`src/hdl/tsm_pkg.sv`:
```
// ----------------------------------------------------------------------------
// tsm_pkg: shared types and constants of the tick service monitor
// Holds command codes, slot codes, widths and the queue entry type.
// ----------------------------------------------------------------------------
`default_nettype none

package tsm_pkg;

  localparam int unsigned HistDepth = 1024;
  localparam int unsigned HistAw    = $clog2(HistDepth);
  localparam int unsigned Tracked   = 8;
  localparam int unsigned FillMax   = 255;
  localparam int unsigned TpmReset  = 1000;

  typedef enum logic [1:0] {
    CMD_TICK  = 2'd0,
    CMD_CLEAR = 2'd1,
    CMD_READ  = 2'd2,
    CMD_NONE  = 2'd3
  } cmd_e;

  typedef enum logic [1:0] {
    CODE_VAL   = 2'd0,
    CODE_BUSY  = 2'd1,
    CODE_WRONG = 2'd2,
    CODE_HELD  = 2'd3
  } slot_e;

  // classified transaction passed from front to back
  typedef struct packed {
    cmd_e        cmd;
    logic [31:0] timer_now;
    logic [31:0] now_ms;
    logic [3:0]  okc;
    logic [3:0]  bsc;
    logic [3:0]  nfc;
    logic [3:0]  bdc;
    slot_e       slot;
  } item_t;

  typedef struct packed {
    slot_e       slot_code;
    logic [31:0] late_ticks;
    logic [31:0] blocked_total;
    logic [31:0] latency_max;
    logic [31:0] no_value_total;
    logic [31:0] gap_run;
    logic [31:0] gap_max;
    logic [31:0] served_total;
    logic [31:0] ok_total;
    logic [31:0] busy_total;
    logic [31:0] not_found_total;
    logic [31:0] bad_total;
  } result_t;

  function automatic logic [3:0] clamp_cnt(input logic [3:0] c);
    clamp_cnt = (c > 4'(Tracked)) ? 4'(Tracked) : c;
  endfunction

endpackage

`default_nettype wire

```
`src/hdl/tsm_front.sv`:
```
// ----------------------------------------------------------------------------
// tsm_front: input stage of the tick service monitor
// Accepts transactions, saturates counts, classifies the tick and queues it.
// ----------------------------------------------------------------------------
`default_nettype none

module tsm_front import tsm_pkg::*; (
  input  wire logic        clk_i,
  input  wire logic        rst_ni,
  input  wire logic        in_valid,
  output logic             in_stall,
  input  wire logic [1:0]  command_i,
  input  wire logic [31:0] timer_now_i,
  input  wire logic [31:0] now_ms_i,
  input  wire logic [3:0]  ok_count_i,
  input  wire logic [3:0]  busy_count_i,
  input  wire logic [3:0]  not_found_count_i,
  input  wire logic [3:0]  bad_count_i,
  output logic             q_valid_o,
  output item_t            q_item_o,
  input  wire logic        q_pop_i
);

  localparam int unsigned QDepth = 2;

  item_t       mem_q [QDepth];
  logic        wr_q, rd_q;
  logic [1:0]  cnt_q;
  item_t       item;
  logic        push;

  // classify the incoming tick
  always_comb begin
    item.cmd       = cmd_e'(command_i);
    item.timer_now = timer_now_i;
    item.now_ms    = now_ms_i;
    item.okc       = clamp_cnt(ok_count_i);
    item.bsc       = clamp_cnt(busy_count_i);
    item.nfc       = clamp_cnt(not_found_count_i);
    item.bdc       = clamp_cnt(bad_count_i);
    if (item.nfc != 4'd0 || item.bdc != 4'd0) item.slot = CODE_WRONG;
    else if (item.bsc != 4'd0)                item.slot = CODE_BUSY;
    else                                      item.slot = CODE_VAL;
  end

  assign in_stall  = (cnt_q == 2'(QDepth));
  assign push      = in_valid && !in_stall;
  assign q_valid_o = (cnt_q != 2'd0);
  assign q_item_o  = mem_q[rd_q];

  // hold queue entries
  always_ff @(posedge clk_i) begin
    if (push) mem_q[wr_q] <= item;
  end

  // advance queue pointers
  always_ff @(posedge clk_i or negedge rst_ni) begin
    if (!rst_ni) begin
      wr_q  <= 1'b0;
      rd_q  <= 1'b0;
      cnt_q <= 2'd0;
    end else begin
      if (push) wr_q <= ~wr_q;
      if (q_pop_i) rd_q <= ~rd_q;
      cnt_q <= cnt_q + 2'(push) - 2'(q_pop_i);
    end
  end

endmodule

`default_nettype wire

```
`config.mk`:
```
export PLATFORM = sky130hd
export DESIGN_NAME = tsm_front
export DESIGN_NICKNAME = d
export VERILOG_FILES = /design/src/hdl/tsm_pkg.sv /design/src/hdl/tsm_front.sv
export SDC_FILE = /design/constraint.sdc
export NUM_CORES = 1
export LEC_CHECK = 0
export BUFFER_PORTS_ARGS = -buffer_cell sky130_fd_sc_hd__buf_4
export CORE_UTILIZATION = 50
export DETAILED_ROUTE_END_ITERATION = 8
export HOLD_SLACK_MARGIN = 0.02
export PLACE_DENSITY = 0.87
export SLEW_MARGIN = 20
export SYNTH_ARGS = -nofsm -noshare
export SYNTH_HDL_FRONTEND = slang
export SYNTH_SLANG_ARGS = --single-unit
```
`constraint.sdc`:
```
create_clock -name clk_i -period 13.2 [get_ports clk_i]
set_clock_uncertainty 0.1 [all_clocks]
set_input_delay 0 -clock clk_i [delete_from_list [all_inputs] [get_ports clk_i]]
set_output_delay 0 -clock clk_i [all_outputs]
set_load 0.02 [all_outputs]
```
=== Word level (Yosys, flattened, before mapping) ===
Memory sizes are Yosys's and may differ from the RTL's.
Index checks and enable logic that the tools add are counted.

* Memories: 1
* Register bits after elaboration: 4
* Output and inout port bits: 86
* Memory bits (writable): 168
* Word-level logic and storage cells: 28

* $add $sub $neg: 2
* Reduce and logical (&&, ||, !) cells: 7
* Bitwise gates (word level): 2
* Order comparisons: 4
* Multiplexer cells: 8
* Equality and inequality tests: 1

{| class="wikitable"
|+ Memory list
! name !! depth !! width !! read ports !! clocked after memory_dff !! write ports !! line !! RTL
|-
| mem_q || 2 || 84 || 1 || 0 || 1 || tsm_front.sv:26 || <nowiki>item_t mem_q [QDepth];</nowiki>
|}

{| class="wikitable"
|+ Operator list
! cell !! number
|-
| $gt 4x4->1 const B || 4
|-
| $mux 4 || 4
|-
| $reduce_bool 4->1 || 3
|-
| $mux 1 || 3
|-
| $add 2x1->2 || 1
|-
| $eq 2x2->1 const B || 1
|-
| $mux 2 || 1
|-
| $not 1->1 || 2
|-
| $reduce_bool 2->1 || 1
|-
| $sub 2x1->2 || 1
|-
| $logic_and 1x1->1 || 1
|-
| $logic_not 1->1 || 1
|-
| $logic_or 1x1->1 || 1
|}

=== Logic depth before layout (Yosys ltp) ===
* Depth after elaboration: 5
* Mapped depth: 7
* Depth with buffers taken out: 7

=== Worst setup path before layout ===
OpenSTA, ideal clock, no wires.

* Kind: register -> register
* Start point: reg cnt_q[1]
* End point: mem mem_q[0][0] in the netlist's numbering (enable)
* Setup time: 0.527 ns
* Path buffers: 0
* Path slack: 8.483 ns
* Data arrival time: 4.090 ns
* Period minus slack after synthesis: 4.717 ns
* Cell stages (with the launch flop): 4
* Path through: dfrtp_1 nand2b_1 nand2_1 nor2_1

* Longest elaborated chain between the ends: 5

{| class="wikitable"
|+ RTL lines
! element !! line !! RTL
|-
| from (decl) || tsm_front.sv:28 || <nowiki>logic [1:0] cnt_q;</nowiki>
|-
| from (signal assigned) || tsm_front.sv:65 || <nowiki>cnt_q <= cnt_q + 2'(push) - 2'(q_pop_i);</nowiki>
|-
| $eq 2x2->1 || tsm_front.sv:46 || <nowiki>assign in_stall = (cnt_q == 2'(QDepth));</nowiki>
|-
| $logic_not 1->1 || tsm_front.sv:47 || <nowiki>assign push = in_valid && !in_stall;</nowiki>
|-
| $logic_and 1x1->1 || tsm_front.sv:47 ||
|-
| $mux 1 || tsm_front.sv:53 || <nowiki>if (push) mem_q[wr_q] <= item;</nowiki>
|-
| $mux 1 (implied by the code) || tsm_front.sv:53 ||
|-
| to (decl) || tsm_front.sv:26 ||
|}

Every way passes these cells.

=== Worst setup path after layout ===
* Start point: reg cnt_q[0]
* End point: mem mem_q[0][30] in the netlist's numbering (enable)

Same word-level chain as after synthesis.

==> results.md <==
- Syn_area_per_cell: 21.34 um^2
- Final cell count without fillers: 747
- Util after Layout: 0.7621
- Core Box Area: 12210 um^2
- Critical-path cell list: nand2b_1, nand2_1, nor2_4, buf_4
- Max Root-Sink Buffers: 2
- Hold WS: 0.2078 ns
- CP required: 13.14 ns
- Fin crit share: 0.2048
- I/O Pins: 172
- Pre-Repair DR Iteration Count: 4
- CP Class: reg2reg
- Vias in the first global route: 3958
- Arr. time, crit path: 2.65 ns
- Vias: 3655
- Clk root buf: clkbuf_16
- Clk slew on worst S/H paths: 0.06 ns
- CTS tree: built
- Synth area leaders: edfxtp_1, mux2_1, mux2_2, dfrtp_1, nor2b_1
- CP Capture Type: flop
- Total chip power: 1.957 mW
- RSZ-0062 raised after global routing: false
- # rows: 40
- Clk sink count: 172
- Logic pwr share: 0.341
- Clk Latency, worst-skew pair: 0.41 ns
- Post-route cell area: 9306 um^2
- Post-synth top area share: 0.7907
- Max VDD drop: 166.2 uV
- Register area share after synthesis: 0.8064
- Post-CTS Setup Inserts: 0
- DIE HEIGHT: 115.0 um
- Post-synthesis cell area: 6380 um^2
- Synthesized Nets: 387
- Internal power: 1.347 mW
- P&R area growth vs syn: 45.87%
- Final wirelength: 13.25 mm
- Worst Slack Setup Final: 10.50 ns
- DR WL/cell: 17.74 um
- Largest net degree at the start of global routing: 86
- Htree depth: 4
- Max-slew violations: 0
- Fmax: 0.3699 GHz
- Port Buf Inserts: 171
- Synth area leader: edfxtp_1
- Leakage Power: 3.513 nW
- Dpl cell area: 7804 um^2
- Power per cell area: 210.3 nW/um^2
- YS warnings: 0
- Synthesized instance count: 299
- Crit-path max FO: 50
- Antenna violations before repair: 0
- First-pass GRT wire length: 19.87 mm
- Gr usage total: 0.2064
- Fillers: 690
- Worst path max stage delay: 0.79 ns
- Hpwl dp: 6.950 mm
- DP Worst Slack: 10.48 ns
- Via density: 4.893
- Placed cells: 626
- Final setup viols: 0
- Final setup TNS: 0 ns
- Slowest CP cell: nor2_4
- Worst Hold Class: in2reg
- DRC: 0
- Crit path launch type: flop
- Outcome: finished clean
- GPL Wtd Cong: 0.6843
- Max-Cap Viols: 0
- Final Net Count: 653
- Die area: 13220 um^2
- Post-layout minimum cycle time: 2.704 ns
- Slew HR: 0.3221
- Post-CTS Resized: 0
- CTS buffer count: 17
- Final ANT Viol Nets: 0
- Worst Max-Slew Pin Slew: 1.014 ns
- Synth Register Bits: 172
- CTS hold repair buffers: 86
- Total global routing overflow: 0
- Initial Util: 0.5224
- Clock share of power: 0.249
- Final hold violations: 0
- Cell variety after synth: 19
- Sw frac: 0.3116
- DRT iter0 DRCs: 196
- Net Switching: 609.9 uW
- Fraction of layout cells with a size suffix above 1: 0.4152
- Seq pwr share: 0.410
- Die width: 115.0 um
sequential cells by signal (all words and copies together) (netlist names):
signal and flops:
wr_q 1, rd_q 1, cnt_q 2, mem_q 168
Yosys cell counts, drive strengths merged:
library cell,instances
ha,2
buf,9
edfxtp,168
or2,1
nand2,2
nand2b,1
inv,2
nor2,2
clkbuf,4
xnor2,3
nor2b,12
and3,1
dfrtp,4
xor2,1
nor4,3
mux2,84
metal layers:
layer  up-vias  GRT usage  share of wire
met5         -          0              0
met4         0    0.08485          0.018
met3        27    0.05482          0.050
met2       125     0.3715           0.54
met1      1802     0.2330           0.39
li1       1701          -              -
worst max-delay path, delay by kind of cell (launching register included):
kind          cells  cell delay [ns]
flops             1             0.37
simple gates      3             1.12
buf+inv           1             0.71
cell usage in the layout (no fill, tap or decap), types with 4 or more instances in the layout:
cell           count
clkbuf_16         17
nor2b_1           12
buf_4            172
mux2_1            50
clkinvlp_4         4
edfxtp_1         168
mux2_2            34
dlygate4sd3_1     86
path summary, 6_finish.rpt:
kind | cells past startpoint | slack (ns) | endpoint | startpoint
min reg2reg | 1 | 0.40 | cnt_q[1]$_DFF_PN0_ | cnt_q[1]$_DFF_PN0_
min | 2 | 0.21 | mem_q[0][54]$_DFFE_PP_ | timer_now_i[4]
max in group asynchronous | 3 | 12.40 | rd_q$_DFFE_PN0P_ | rst_ni
max | 4 | 10.50 | mem_q[0][30]$_DFFE_PP_ | cnt_q[0]$_DFF_PN0_
max reg2reg | 4 | 10.50 | mem_q[0][30]$_DFFE_PP_ | cnt_q[0]$_DFF_PN0_
min in group asynchronous | 3 | 0.40 | wr_q$_DFFE_PN0P_ | rst_ni
area by class of cell:
cell class | instances | area, um^2 | share of cell area
antenna | 1 | 2.502 | 0.0002689
clock buffer | 20 | 436.7 | 0.04692
clock inverter | 12 | 147.6 | 0.01586
inverter | 2 | 7.507 | 0.0008067
multi-input combinational | 112 | 1146 | 0.1232
sequential | 172 | 5149 | 0.5532
tap | 168 | 210.2 | 0.02259
timing repair buffer | 260 | 2207 | 0.2372
power groups by stage:
stage          clock (mW)  combinational (mW)  sequential [mW]
3_3_place_gp            0               0.592            0.831
2_1_floorplan           0               0.408            0.790
4_1_cts             0.493               0.625            0.832
6_report            0.486               0.668            0.803
3_5_place_dp            0               0.600            0.842
5_1_grt             0.514               0.702            0.817
logic make-up after synthesis:
family | Yosys count | share of synthesized area
xor+xnor | 4 | 0.005492
fa+ha+maj | 2 | 0.003922
mux | 84 | 0.1483
buf+inv | 15 | 0.01588
flops | 172 | 0.8064
simple gates | 22 | 0.02001
(Power assumes the default switching activity.)
